### src/rtl/mlsc_pkg.sv
// Shared types, constants and helper functions for the level-set curvature block.
package mlsc_pkg;

  localparam int unsigned DataW   = 32;
  localparam int unsigned SumW    = 64;
  localparam int unsigned QDepth  = 2;
  localparam int unsigned AddrW   = 3;
  localparam logic [31:0] FloorReset = 32'd4295;

  // Register index, taken from byte address bit 2.
  localparam logic RegFloor = 1'b0;

  localparam logic [SumW-1:0] SumMax = {1'b0, {(SumW-1){1'b1}}};
  localparam logic [SumW-1:0] SumMin = {1'b1, {(SumW-1){1'b0}}};
  localparam logic [DataW-1:0] CurvMax = {1'b0, {(DataW-1){1'b1}}};
  localparam logic [DataW-1:0] CurvMin = {1'b1, {(DataW-1){1'b0}}};

  // Gradient sums x, y, z and Hessian sums xx, yy, zz, xy, xz, yz.
  typedef struct packed {
    logic [2:0][SumW-1:0] grad;
    logic [5:0][SumW-1:0] hess;
  } sums_t;

  // One term of the curvature numerator.
  typedef struct packed {
    logic [1:0] ga;
    logic [1:0] gb;
    logic [2:0] hi;
    logic       dbl;
  } term_t;

  typedef enum logic [3:0] {
    FIN_IDLE,
    FIN_SQ,
    FIN_SQRT,
    FIN_MSET,
    FIN_DEN1,
    FIN_DEN2,
    FIN_T1,
    FIN_T2,
    FIN_NUMFIX,
    FIN_CHK,
    FIN_DIV,
    FIN_RES
  } fin_state_e;

  function automatic logic [SumW-1:0] sat_add64(input logic [SumW-1:0] a,
                                                input logic [SumW-1:0] b);
    logic [SumW:0] s;
    logic [SumW-1:0] r;
    s = {a[SumW-1], a} + {b[SumW-1], b};
    if (s[SumW] != s[SumW-1]) begin
      r = s[SumW] ? SumMin : SumMax;
    end else begin
      r = s[SumW-1:0];
    end
    return r;
  endfunction

  function automatic logic [SumW-1:0] mag64(input logic [SumW-1:0] v);
    return v[SumW-1] ? (~v + 64'd1) : v;
  endfunction

  function automatic term_t term_of(input logic [3:0] k);
    term_t t;
    case (k)
      4'd0:    t = '{ga: 2'd0, gb: 2'd0, hi: 3'd1, dbl: 1'b0};
      4'd1:    t = '{ga: 2'd0, gb: 2'd1, hi: 3'd3, dbl: 1'b1};
      4'd2:    t = '{ga: 2'd1, gb: 2'd1, hi: 3'd0, dbl: 1'b0};
      4'd3:    t = '{ga: 2'd0, gb: 2'd0, hi: 3'd2, dbl: 1'b0};
      4'd4:    t = '{ga: 2'd0, gb: 2'd2, hi: 3'd4, dbl: 1'b1};
      4'd5:    t = '{ga: 2'd2, gb: 2'd2, hi: 3'd0, dbl: 1'b0};
      4'd6:    t = '{ga: 2'd1, gb: 2'd1, hi: 3'd2, dbl: 1'b0};
      4'd7:    t = '{ga: 2'd1, gb: 2'd2, hi: 3'd5, dbl: 1'b1};
      4'd8:    t = '{ga: 2'd2, gb: 2'd2, hi: 3'd1, dbl: 1'b0};
      default: t = '{ga: 2'd0, gb: 2'd0, hi: 3'd0, dbl: 1'b0};
    endcase
    return t;
  endfunction

endpackage

### src/rtl/mlsc_queue.sv
// Two-entry queue of finished sum snapshots between front and back end.
module mlsc_queue (
  input  logic            clk_i,
  input  logic            rst_ni,
  input  logic            push_i,
  input  mlsc_pkg::sums_t data_i,
  input  logic            pop_i,
  output logic            valid_o,
  output mlsc_pkg::sums_t data_o,
  output logic [1:0]      free_o
);

  mlsc_pkg::sums_t mem_q [mlsc_pkg::QDepth];
  logic            wr_ptr_q, rd_ptr_q;
  logic [1:0]      count_q;

  assign valid_o = count_q != 2'd0;
  assign data_o  = mem_q[rd_ptr_q];
  assign free_o  = 2'(mlsc_pkg::QDepth) - count_q;

  always_ff @(posedge clk_i or negedge rst_ni) begin
    if (!rst_ni) begin
      wr_ptr_q <= 1'b0;
      rd_ptr_q <= 1'b0;
      count_q  <= '0;
    end else begin
      if (push_i) begin
        wr_ptr_q <= ~wr_ptr_q;
      end
      if (pop_i) begin
        rd_ptr_q <= ~rd_ptr_q;
      end
      count_q <= count_q + {1'b0, push_i} - {1'b0, pop_i};
    end
  end

  always_ff @(posedge clk_i) begin
    if (push_i) begin
      mem_q[wr_ptr_q] <= data_i;
    end
  end

endmodule

### config.mk
export PLATFORM = sky130hd
export DESIGN_NAME = mlsc_queue
export DESIGN_NICKNAME = d
export VERILOG_FILES = /design/src/rtl/mlsc_pkg.sv /design/src/rtl/mlsc_queue.sv
export SDC_FILE = /design/constraint.sdc
export NUM_CORES = 1
export LEC_CHECK = 0
export BUFFER_PORTS_ARGS = -buffer_cell sky130_fd_sc_hd__buf_2
export CORE_ASPECT_RATIO = 0.6
export CORE_MARGIN = 2
export CORE_UTILIZATION = 25
export DETAILED_ROUTE_END_ITERATION = 8
export SLEW_MARGIN = 10
export SYNTH_ARGS = -nofsm -noshare
export SYNTH_HDL_FRONTEND = slang
export SYNTH_SLANG_ARGS = --single-unit
export TNS_END_PERCENT = 100
### constraint.sdc
create_clock -name clk_i -period 46.4 [get_ports clk_i]
set_input_delay 2.32 -clock clk_i [delete_from_list [all_inputs] [get_ports clk_i]]
set_output_delay 2.32 -clock clk_i [all_outputs]
set_load 0.02 [all_outputs]
# Word-level counts from Yosys, hierarchy flattened
# Memory sizes are Yosys's and may differ from the RTL's.
# Index checks and enable logic that the tools add are counted.
[totals]
in_bits = 580
ramBits = 1152
mem_count = 1
register_bits = 4
out_inout_bits = 579
[classes]
reduce_logical = 1
muxes = 2
bitwise = 2
addsub = 3
[memory_table]
columns = ["name", "words", "word_bits", "read_ports", "rd_clocked_by_memory_dff", "wr", "line_no", "text"]
rows = [
  ["mem_q", 2, 576, 1, 0, 1, "mlsc_queue.sv:13", "mlsc_pkg::sums_t mem_q [mlsc_pkg::QDepth];"],
]
[ops]
columns = ["operator", "n"]
rows = [
  ["$add 2x1->2", 1],
  ["$mux 1", 2],
  ["$not 1->1", 2],
  ["$reduce_bool 2->1", 1],
  ["$sub 2x1->2", 1],
  ["$sub 2x2->2 const A", 1],
]

# Depth between registers and ports, before layout
[depth]
depth_word = 2
depth_mapped = 5
ltp_nobuf = 5

# Worst setup path after synthesis
# No wires, ideal clock.
[synth_timing]
path_kind = "input-to-reg"
startpoint = "in push_i"
endpoint = "mem mem_q[0][0] in the netlist's numbering, enable pin"
arrival_time_ns = 27.004
path_buffers = 0
setup_slack_ns = 17.797
required_ns = 44.801
stages = 1
path_cell_list = "nor2b_1"
[synth_between]
elab_chain_cells = 2
[synth_rtl]
columns = ["element", "line_no", "text"]
rows = [
  ["from (decl)", "mlsc_queue.sv:5", "input logic push_i,"],
  ["$mux 1", "mlsc_queue.sv:38", "if (push_i) begin"],
  ["$mux 1 (implied by the code)", "mlsc_queue.sv:39", "mem_q[wr_ptr_q] <= data_i;"],
  ["to (decl)", "mlsc_queue.sv:13", ""],
]
# Every way passes these cells.

==> metrics.cfg <==
[status]
outcome=finished, final reports clean

[synthesis]
ys_types=12
ys_warn_count=0
synth_fp_nets=2393
synth-compound-area-share_pct=0
yosys.area_share.simple_pct=0.02980
synthCells=1810
synth_mux_area_share_pct=15.45
syn_area_sq_mm=0.04199
synth_top_family_by_area=multiplexers
avgSynthCellArea_sq_um=23.20
ys_seq_elements=1156
synth_xor_area_share_pct=0.09833
synthAdderAreaFrac_pct=0.08939
yosysSeqAreaShare_pct=82.62

[setup_path]
cp_top_family=buffers and inverters
crit_slowest_cell=dfrtp_4
path_common_cell=buf_4
crit_start=rd_ptr_q
crit_path_end=data_o[470]
critPathArrivalTime_ns=4.80
r2r_end=mem_q[1][558]
crit_buf_inv=4
setup.worst_path.end_class=output port
crit_cells=5
reg2reg_slack_ns=41.54
critPathMaxStageDelay_ns=0.86
critPathRequiredTime_ns=44.08
timing.rr.start=wr_ptr_q
cp_cell_sequence=buf_4, buf_4, buf_12, mux2_2, buf_2
critPathKind=reg2out
r2r_cells=5
start_kind=flip-flop
crit_path_max_fanout=138

[global_route]
antenna_found_initial=58
grt_pass1_vias=22270
grt_max_degree=146
track_usage_pct=12.91
grt_pass1_wl_um=161100
grt-ovfl-total=0

[timing]
clock.fmax_mhz=140.5
finalCriticalPeriod_ns=7.120
worst_slack_ns=39.28
tightest_slew_ns=1.146
rsz0062_at_grt=false
skew_ns=0.02214
hold_viol_final=0
fin_crit_sh_pct=15.34
setup_viol=0
holdWs_ns=0.5404
slew-limit-headroom_pct=23.60
setup_tns_ns=0
drv_slew=0

[die]
pin_count=1159
num_rows=116
die_area_sq_mm=0.1714
die_h_um=321.5
core-area_sq_mm=0.1668
die_w_um=533.1
start_util_pct=25.18

[routing]
first_pass_iters=4
wl_per_cell_um=21.92
vias=22210
first_iter_violations=1639
wirelength_um=117900
drtAntennaViolNets=0
drc_errors=0
viasPerCell=4.131

[power_and_ir_drop]
power_density_mw_per_mm2=63.78
leakage_nw=19.55
peakVddDrop_mv=0.04400
power.total_mw=3.415

[cts]
cts-htree-levels=3
ctsHoldBuffers=0
clkLatencyLatePin_ns=0.71
path_clk_slew_ns=0.06
cts_tree=yes
cts-buffers-inserted=107
cts_resized=0
cts.path.max_buffers=3
cts_num_sinks=1156
postCtsSetupBuffers=0
clock-root-buffer=clkbuf_16

[worst_hold_path]
hp-class=reg2reg

[placed_design]
port_buffers=1158
gp_congestion=0.8522
place_ws_ns=39.51
hpwlAfterDp_um=86230
post-place-cells=5168
dpl-instance-area_sq_mm=0.05011

[finish]
drive_gt1_share_pct=61.14
layout.cells.non_filler=5376
final_common_cell=buf_2
finalCoreUtilization_pct=32.11
layout_common_cells=1158 x buf_2, 1152 x edfxtp_1, 576 x mux2_2
fin_area_sq_mm=0.05354
syn_to_final_growth_pct=27.50
fin_nets=3618

[run]
maxCapViolations=0

flip-flops by register name (all words and copies together), names as in the netlist:
signal	flops
count_q	2
wr_ptr_q	1
rd_ptr_q	1
mem_q	1152
worst min path at each step:
| stage | start | endpoint | slack (ns) | cells past startpoint |
|---|---|---|---|---|
| after floorplan | wr_ptr_q | wr_ptr_q | 0.46 | 1 |
| after global placement | wr_ptr_q | wr_ptr_q | 0.53 | 1 |
| after detailed placement | wr_ptr_q | wr_ptr_q | 0.53 | 1 |
| after CTS | wr_ptr_q | wr_ptr_q | 0.54 | 1 |
| after global routing | wr_ptr_q | wr_ptr_q | 0.57 | 1 |
| final | wr_ptr_q | wr_ptr_q | 0.54 | 1 |
synthesized netlist by cell type:
library cell     n  share of area (%)
edfxtp_1      1152                 82
mux2_2         576                 15
buf_6           60                1.6
inv_1            5              0.045
buf_2            4              0.048
dfrtp_1          4               0.24
ha_1             3              0.089
xor2_1           2              0.042
and2_1           1              0.015
buf_4            1              0.018
nor2b_1          1              0.015
xor3_1           1              0.057
layer usage:
metal,part of all wire (%),up-vias,routed length [um],GRT usage (%)
li1,-,9743,-,-
met1,44,11410,51380,17.48
met2,46,815,54380,19.80
met3,8.1,206,9494,4.443
met4,2.0,40,2342,3.086
met5,0.21,-,253,0
where the power goes:
group          switching, mW  internal (mW)
combinational          0.717          0.401
sequential            0.0481           1.39
clock                  0.388          0.475
total                   1.15           2.26
layout make-up:
cell class	count	area, sq um
Fill cell	16200	113200
Timing Repair Buffer	1181	6006
Clock buffer	133	2796
Inverter	5	18.77
Tap cell	2242	2805
Clock inverter	65	606.8
Multi-Input combinational cell	584	6588
Antenna cell	10	25.02
Sequential cell	1156	34700
kinds of logic (layout without fill, tap and decap cells):
logic type                 Yosys count  after routing
xor gates and xnor gates             3              3
adders and majority gates            3              3
buffers and inverters               70           1384
DFF                               1156           1156
muxes                              576            576
other                                0             10
and+or+nand+nor                      2              2
Note: power is estimated with default switching activity, not from simulation.
